===== config.mk =====
export PLATFORM = sky130hd
export DESIGN_NAME = riff_wave_stream_parser
export DESIGN_NICKNAME = d
export VERILOG_FILES = /design/src/rtl/core/rwsp_pkg.sv /design/src/rtl/core/rwsp_parser.sv /design/src/rtl/core/rwsp_out_reg.sv /design/src/rtl/core/riff_wave_stream_parser.sv
export SDC_FILE = /design/constraint.sdc
export NUM_CORES = 1
export LEC_CHECK = 0
export BUFFER_PORTS_ARGS = -buffer_cell sky130_fd_sc_hd__buf_4
export CAP_MARGIN = 20
export CORE_MARGIN = 2
export CORE_UTILIZATION = 55
export CTS_CLUSTER_DIAMETER = 120
export CTS_CLUSTER_SIZE = 25
export DETAILED_ROUTE_END_ITERATION = 7
export GPL_ROUTABILITY_DRIVEN = 0
export PLACE_DENSITY = 0.77
export SLEW_MARGIN = 10
export SYNTH_ARGS = -nofsm -noshare
export SYNTH_HDL_FRONTEND = slang
export SYNTH_HIERARCHICAL = 1
export SYNTH_SLANG_ARGS = --single-unit

===== constraint.sdc =====
create_clock -name aclk -period 3.8 [get_ports aclk]
set_input_delay 0.38 -clock aclk [delete_from_list [all_inputs] [get_ports aclk]]
set_output_delay 0.38 -clock aclk [all_outputs]
set_load 0.02 [all_outputs]

===== src/rtl/core/rwsp_pkg.sv =====
`default_nettype none

package rwsp_pkg;

    // four-character tags, first byte received in the top bits
    localparam logic [31:0] TAG_RIFF = 32'h5249_4646;
    localparam logic [31:0] TAG_WAVE = 32'h5741_5645;
    localparam logic [31:0] TAG_FMT  = 32'h666D_7420;
    localparam logic [31:0] TAG_DATA = 32'h6461_7461;

    localparam logic [31:0] FMT_LEN  = 32'd16;
    localparam logic [7:0]  PCM_CODE = 8'd1;
    localparam logic [7:0]  MONO     = 8'd1;
    localparam logic [7:0]  BITS8    = 8'd8;

    localparam logic [2:0] ERR_NONE        = 3'd0;
    localparam logic [2:0] ERR_BAD_HEADER  = 3'd1;
    localparam logic [2:0] ERR_FMT_SIZE    = 3'd2;
    localparam logic [2:0] ERR_UNSUPPORTED = 3'd3;
    localparam logic [2:0] ERR_SHORT_DATA  = 3'd4;
    localparam logic [2:0] ERR_MISSING     = 3'd5;

    localparam int TDATA_W = 80;
    localparam int TUSER_W = 2;

    typedef struct packed {
        logic        sample_valid;
        logic [7:0]  sample_byte;
        logic        chunk_first;
        logic        done_res;
        logic        accepted;
        logic [2:0]  error_code;
        logic [31:0] sample_rate;
        logic [31:0] sample_count;
    } result_t;

endpackage

`default_nettype wire


===== src/rtl/core/rwsp_parser.sv =====
`default_nettype none

module rwsp_parser (
    input  wire                   aclk,
    input  wire                   aresetn,
    input  wire                   beat_fire,
    input  wire  [7:0]            byte_value,
    input  wire                   final_byte,
    output logic                  res_valid,
    output rwsp_pkg::result_t     res
);

    localparam logic [2:0] PH_HEADER = 3'd0;
    localparam logic [2:0] PH_CHDR   = 3'd1;
    localparam logic [2:0] PH_FMT    = 3'd2;
    localparam logic [2:0] PH_DATA   = 3'd3;
    localparam logic [2:0] PH_SKIP   = 3'd4;
    localparam logic [2:0] PH_FAILED = 3'd5;

    localparam logic [7:0] PCM_CODE_C = rwsp_pkg::PCM_CODE;
    localparam logic [7:0] MONO_C     = rwsp_pkg::MONO;
    localparam logic [7:0] BITS8_C    = rwsp_pkg::BITS8;

    logic [2:0]  phase_reg, phase_next;
    logic [31:0] cnt_reg, cnt_next;
    logic [31:0] tag_reg, tag_next;
    logic [31:0] len_reg, len_next;
    logic [31:0] acc_reg, acc_next;
    logic        bad_reg, bad_next;
    logic [31:0] rate_reg, rate_next;
    logic [31:0] frame_reg, frame_next;
    logic        seen_fmt_reg, seen_fmt_next;
    logic        seen_data_reg, seen_data_next;
    logic [2:0]  fail_reg, fail_next;

    logic [31:0] cnt_inc;
    logic [31:0] tag_shifted;
    logic [31:0] len_merged;
    logic [31:0] acc_merged;
    logic [3:0]  fmt_idx;
    logic        fmt_mismatch;
    logic        have_sample;
    logic        first;
    logic [2:0]  verdict;

    assign cnt_inc     = cnt_reg + 32'd1;
    assign tag_shifted = {tag_reg[23:0], byte_value};
    assign fmt_idx     = cnt_reg[3:0];

    always_comb begin
        len_merged = len_reg;
        case (cnt_reg[1:0])
            2'd0:    len_merged[7:0]   = byte_value;
            2'd1:    len_merged[15:8]  = byte_value;
            2'd2:    len_merged[23:16] = byte_value;
            default: len_merged[31:24] = byte_value;
        endcase
        acc_merged = acc_reg;
        case (fmt_idx[1:0])
            2'd0:    acc_merged[7:0]   = byte_value;
            2'd1:    acc_merged[15:8]  = byte_value;
            2'd2:    acc_merged[23:16] = byte_value;
            default: acc_merged[31:24] = byte_value;
        endcase
        case (fmt_idx) inside
            4'd0:          fmt_mismatch = (byte_value != PCM_CODE_C);
            4'd2:          fmt_mismatch = (byte_value != MONO_C);
            4'd14:         fmt_mismatch = (byte_value != BITS8_C);
            4'd1, 4'd3,
            4'd15:         fmt_mismatch = (byte_value != 8'd0);
            default:       fmt_mismatch = 1'b0;
        endcase
    end

    always_comb begin
        phase_next     = phase_reg;
        cnt_next       = cnt_reg;
        tag_next       = tag_reg;
        len_next       = len_reg;
        acc_next       = acc_reg;
        bad_next       = bad_reg;
        rate_next      = rate_reg;
        frame_next     = frame_reg;
        seen_fmt_next  = seen_fmt_reg;
        seen_data_next = seen_data_reg;
        fail_next      = fail_reg;
        have_sample    = 1'b0;
        first          = 1'b0;

        unique case (phase_reg) inside
            PH_HEADER: begin
                tag_next = tag_shifted;
                if ((cnt_reg == 32'd3 && tag_shifted != rwsp_pkg::TAG_RIFF) ||
                    (cnt_reg == 32'd11 && tag_shifted != rwsp_pkg::TAG_WAVE)) begin
                    fail_next  = rwsp_pkg::ERR_BAD_HEADER;
                    phase_next = PH_FAILED;
                end else if (cnt_reg == 32'd11) begin
                    phase_next = PH_CHDR;
                    cnt_next   = '0;
                end else begin
                    cnt_next = cnt_inc;
                end
            end
            PH_CHDR: begin
                if (cnt_reg < 32'd4) begin
                    tag_next = tag_shifted;
                    if (cnt_reg == 32'd0) begin
                        len_next = '0;
                    end
                    cnt_next = cnt_inc;
                end else begin
                    len_next = len_merged;
                    if (cnt_reg == 32'd7) begin
                        cnt_next = '0;
                        if (tag_reg == rwsp_pkg::TAG_FMT) begin
                            if (len_merged != rwsp_pkg::FMT_LEN) begin
                                fail_next  = rwsp_pkg::ERR_FMT_SIZE;
                                phase_next = PH_FAILED;
                            end else begin
                                acc_next   = '0;
                                bad_next   = 1'b0;
                                phase_next = PH_FMT;
                            end
                        end else if (tag_reg == rwsp_pkg::TAG_DATA) begin
                            frame_next     = len_merged;
                            seen_data_next = 1'b1;
                            phase_next     = (len_merged == 32'd0) ? PH_CHDR : PH_DATA;
                        end else begin
                            phase_next = (len_merged == 32'd0) ? PH_CHDR : PH_SKIP;
                        end
                    end else begin
                        cnt_next = cnt_inc;
                    end
                end
            end
            PH_FMT: begin
                bad_next = bad_reg | fmt_mismatch;
                if (fmt_idx[3:2] == 2'b01) begin
                    acc_next = acc_merged;
                end
                if (fmt_idx == 4'd15) begin
                    rate_next = acc_reg;
                    if (bad_reg | fmt_mismatch) begin
                        fail_next  = rwsp_pkg::ERR_UNSUPPORTED;
                        phase_next = PH_FAILED;
                    end else begin
                        seen_fmt_next = 1'b1;
                        phase_next    = PH_CHDR;
                        cnt_next      = '0;
                    end
                end else begin
                    cnt_next = cnt_inc;
                end
            end
            PH_DATA, PH_SKIP: begin
                have_sample = (phase_reg == PH_DATA);
                first       = (cnt_reg == 32'd0);
                if (cnt_inc == len_reg) begin
                    phase_next = PH_CHDR;
                    cnt_next   = '0;
                end else begin
                    cnt_next = cnt_inc;
                end
            end
            default: begin
            end
        endcase
    end

    // closing verdict on the final beat
    always_comb begin
        verdict = fail_next;
        if (verdict == rwsp_pkg::ERR_NONE) begin
            if (phase_next == PH_HEADER)    verdict = rwsp_pkg::ERR_BAD_HEADER;
            else if (phase_next == PH_FMT)  verdict = rwsp_pkg::ERR_FMT_SIZE;
            else if (phase_next == PH_DATA) verdict = rwsp_pkg::ERR_SHORT_DATA;
        end
        if (verdict == rwsp_pkg::ERR_NONE &&
            (!seen_fmt_next || !seen_data_next ||
             rate_next == 32'd0 || frame_next == 32'd0)) begin
            verdict = rwsp_pkg::ERR_MISSING;
        end
    end

    always_comb begin
        res_valid          = have_sample | final_byte;
        res.sample_valid   = have_sample;
        res.sample_byte    = have_sample ? byte_value : 8'd0;
        res.chunk_first    = have_sample & first;
        res.done_res       = final_byte;
        res.accepted       = final_byte && (verdict == rwsp_pkg::ERR_NONE);
        res.error_code     = final_byte ? verdict : rwsp_pkg::ERR_NONE;
        res.sample_rate    = final_byte ? rate_next : 32'd0;
        res.sample_count   = final_byte ? frame_next : 32'd0;
    end

    always_ff @(posedge aclk) begin
        if (!aresetn || (beat_fire && final_byte)) begin
            // a final beat returns the parser to its reset state
            phase_reg     <= PH_HEADER;
            cnt_reg       <= '0;
            tag_reg       <= '0;
            len_reg       <= '0;
            acc_reg       <= '0;
            bad_reg       <= 1'b0;
            rate_reg      <= '0;
            frame_reg     <= '0;
            seen_fmt_reg  <= 1'b0;
            seen_data_reg <= 1'b0;
            fail_reg      <= rwsp_pkg::ERR_NONE;
        end else if (beat_fire) begin
            phase_reg     <= phase_next;
            cnt_reg       <= cnt_next;
            tag_reg       <= tag_next;
            len_reg       <= len_next;
            acc_reg       <= acc_next;
            bad_reg       <= bad_next;
            rate_reg      <= rate_next;
            frame_reg     <= frame_next;
            seen_fmt_reg  <= seen_fmt_next;
            seen_data_reg <= seen_data_next;
            fail_reg      <= fail_next;
        end
    end

endmodule

`default_nettype wire


===== src/rtl/core/rwsp_out_reg.sv =====
`default_nettype none

module rwsp_out_reg (
    input  wire                                aclk,
    input  wire                                aresetn,
    input  wire                                beat_fire,
    input  wire                                res_valid,
    input  rwsp_pkg::result_t                  res,
    output logic                               in_ready,
    output logic                               m_tvalid,
    input  wire                                m_tready,
    output logic [rwsp_pkg::TDATA_W-1:0]       m_tdata,
    output logic [rwsp_pkg::TUSER_W-1:0]       m_tuser,
    output logic                               m_tlast
);

    logic              valid_reg, valid_next;
    rwsp_pkg::result_t data_reg;

    // take a new beat whenever the held one is gone or leaves this cycle
    assign in_ready   = !valid_reg || m_tready;
    assign valid_next = in_ready ? (beat_fire & res_valid) : valid_reg;

    always_ff @(posedge aclk) begin
        if (!aresetn) begin
            valid_reg <= 1'b0;
        end else begin
            valid_reg <= valid_next;
        end
    end

    always_ff @(posedge aclk) begin
        if (in_ready && beat_fire && res_valid) begin
            data_reg <= res;
        end
    end

    assign m_tvalid = valid_reg;
    assign m_tdata  = {4'd0, data_reg.sample_count, data_reg.sample_rate,
                       data_reg.error_code, data_reg.accepted, data_reg.sample_byte};
    assign m_tuser  = {data_reg.chunk_first, data_reg.sample_valid};
    assign m_tlast  = data_reg.done_res;

endmodule

`default_nettype wire


===== src/rtl/core/riff_wave_stream_parser.sv =====
// A result beat appears on m_ in the cycle after the input beat that causes it.
// Throughput: one file byte per cycle; the next byte is taken while a result waits,
// as long as the output register drains (s_tready = !m_tvalid || m_tready).
// Reset: aresetn low clears the parser to the file-header phase and empties the
// output register. The final byte of a file also returns the parser to that state.
`default_nettype none

module riff_wave_stream_parser (
    input  wire                              aclk,
    input  wire                              aresetn,
    input  wire                              s_tvalid,
    output logic                             s_tready,
    input  wire  [7:0]                       s_tdata,  // [7:0] byte_value
    input  wire                              s_tlast,  // final_byte
    output logic                             m_tvalid,
    input  wire                              m_tready,
    // [7:0] sample_byte, [8] accepted, [11:9] error_code, [43:12] sample_rate,
    // [75:44] sample_count, [79:76] zero
    output logic [rwsp_pkg::TDATA_W-1:0]     m_tdata,
    output logic [rwsp_pkg::TUSER_W-1:0]     m_tuser,  // [0] sample_valid, [1] chunk_first
    output logic                             m_tlast   // done_res
);

    logic              beat_fire;
    logic              res_valid;
    rwsp_pkg::result_t res;

    assign beat_fire = s_tvalid && s_tready;

    rwsp_parser u_parser (
        .aclk       (aclk),
        .aresetn    (aresetn),
        .beat_fire  (beat_fire),
        .byte_value (s_tdata),
        .final_byte (s_tlast),
        .res_valid  (res_valid),
        .res        (res)
    );

    rwsp_out_reg u_out_reg (
        .aclk      (aclk),
        .aresetn   (aresetn),
        .beat_fire (beat_fire),
        .res_valid (res_valid),
        .res       (res),
        .in_ready  (s_tready),
        .m_tvalid  (m_tvalid),
        .m_tready  (m_tready),
        .m_tdata   (m_tdata),
        .m_tuser   (m_tuser),
        .m_tlast   (m_tlast)
    );

endmodule

`default_nettype wire

==> impl_metrics.ini <==
[global_route]
grt_usage_pct = 28.6
groute.layer.met2.usage_pct = 47.6
grt_max_degree = 91
busiest_layer = met2
grt_use_met1_pct = 37.3
use_met3_pct = 4.37
overflow = 0
grt_pass1_vias = 11882
antenna_found_initial = 0
grt_pass1_wl_um = 62200

[run_status]
outcome = completed

[pwr]
power_density_nw_per_um2 = 342
power_leakage_nw = 5.57
power_w = 0.00541
ir_worst_vdd_mv = 0.396

[route]
wire_per_inst_um = 19.4
drt_iter0_drc = 1484
detail-route-antenna-nets = 0
drt_wl_total_um = 39700
viasPerCell = 6.34
vias = 12981
first_pass_iters = 6
drc = 0

[layout]
final_common_cell = nand2_1
antenna_cells = 0
area_delta_synth_final_pct = 12.4
drive_gt1_share_pct = 14.6
regArea_um2 = 6420
fin_util_pct = 62.8
largest_register_ffs = 76
multi_input_comb_area_um2 = 7130
nets = 1730
layout_common_cells = nand2_1 (300), dfxtp_1 (195), buf_4 (168)
fillers = 2161

[yosys]
synth_top_area_share_pct = 28.7
ys_types = 83
yosys_warnings = 6
synthArstFlopShare_pct = 0
synth_area_leaders = dfxtp_1 (29%), edfxtp_1 (17%), nand2_1 (8.0%)
syn-instance-count = 1667
ys_seq_area_share_pct = 45.5
synth_area_um2 = 14100
synth_edf_count = 79
synth_seq_cells = 281
avgSynthCellArea_um2 = 8.45
ys.flop_type = dfxtp_1
synth_top_cell_by_area = dfxtp_1

[timing]
fmax_mhz = 271
whs_ns = 0.126
worst_slew_pin_slew_ns = 0.728
slew-limit-headroom_pct = 51.4
fin_crit_sh_pct = 97.1
report.final.slew_viol_count = 0
finalHoldViolations = 0
fin_tns_setup_ns = 0
fin_worst_skew_ns = 0.0343
setup_viol = 0
finalCriticalPeriod_ns = 3.69

[place]
hpwl_um = 27500
port_buffers = 93

[critical_path]
path_max_fanout = 15
crit_type = flip-flop to flip-flop
cp-start-kind = flip-flop
crit_required_ns = 4.06
arrival_ns = 3.96
critical_path.endpoint_type = flip-flop

[job]
cap_viol_max_count = 0

[die]
ios = 98
die_x_um = 164
rows = 58
die_h_um = 164
dieArea_um2 = 26900
start_util_pct = 55.9
core_um2 = 25200

[worst_hold_path]
hold_path.class = primary input to flip-flop

[cts]
clockBufferDepth = 3
htree_num_levels = 1
cts_buffers = 15
clk_latency_ns = 0.51
cts_root_buf = clkbuf_16
cts_tree = done
cts.hold.buffers_added = 0
clock_sinks = 281
clk_pin_slew_ns = 0.10
## final cells by class
type,instances,share of cell area [%]
Clock buffer,23,2.56
Clock inverter,1,0.126
Inverter,20,0.474
Multi-Input combinational cell,1220,45.0
Sequential cell,281,40.6
Tap cell,330,2.61
Timing Repair Buffer,173,8.60
## final timing paths
check	from	end	slack (ns)	cells past startpoint
max	u_parser/cnt_reg[3]	u_out_reg/m_tdata[9]	0.11	12
min	s_tlast	u_out_reg/m_tlast	0.13	1
min reg2reg	u_parser/tag_reg[23]	u_parser/tag_reg[31]	0.45	2
max reg2reg	u_parser/cnt_reg[3]	u_out_reg/m_tdata[9]	0.11	12
## power by group
group	switching [W]	internal, W
logic	0.000338	0.000161
clock network	0.00100	0.000761
registers	0.0000280	0.00312
## timing repair
action,4_1_cts,5_1_grt
resized for setup,5,27
setup endpoints to repair,33,57
pin swaps,1,6
buffers inserted,0,3
## logic make-up (layout without fill, tap and decap cells)
logic type / count (synthesis) / after routing / share of synthesized area [%]
xor gates and xnor gates: 37 / 37 / 2.30
muxes: 71 / 71 / 5.05
and+or+nand+nor: 760 / 760 / 26.1
DFF: 281 / 281 / 45.5
buffers and inverters: 169 / 217 / 4.94
other: 1 / 4 / 0.0266
adders and majority gates: 6 / 6 / 0.533
AOI/OAI and AO/OA: 342 / 342 / 15.5
## critical path: stages (launching register included)
cell,delay [ns]
dfxtp_1,0.34
buf_4,0.21
nand4_2,0.25
or3_1,0.45
or4_1,0.56
a22oi_1,0.31
o2111ai_2,0.21
nor4_2,0.30
buf_4,0.17
a21oi_1,0.09
nor2_2,0.17
o21ai_1,0.12
a31o_2,0.25
## cells in the mapped netlist, drive strengths merged (6+ instances only)
master	count
nor3	31
nand4b	6
nor4	57
edfxtp	79
xor2	16
a22oi	25
a211oi	68
and3	25
nand2	302
nor2	170
a21oi	130
mux2i	70
nand3	52
ha	6
nand4	29
nand3b	6
inv	20
nor4b	6
and2	11
a31oi	22
dfxtp	202
or4	11
o21ai	36
xnor2	21
clkbuf	108
a21o	7
and4	9
buf	41
nor2b	9
or3	11
## layer usage
| layer | up-vias | part of all wire, % |
|---|---|---|
| met1 | 6140 | 40 |
| met5 | - | 0 |
| met2 | 633 | 47 |
| met3 | 144 | 7.9 |
| met4 | 0 | 4.9 |
| li1 | 6064 | - |
## stage by stage
stage | std cells | worst slack, ns | cell area [µm²]
after floorplan | 1670 | 0.00440 | 14100
after global routing | 2048 | -0.0280 | 15800
after detailed placement | 2021 | -0.105 | 15200
final | 2048 | 0.108 | 15800
after CTS | 2045 | 0.0345 | 15700
after global placement | 2021 | 0.105 | 15200
Note: power is estimated with default switching activity, not from simulation.
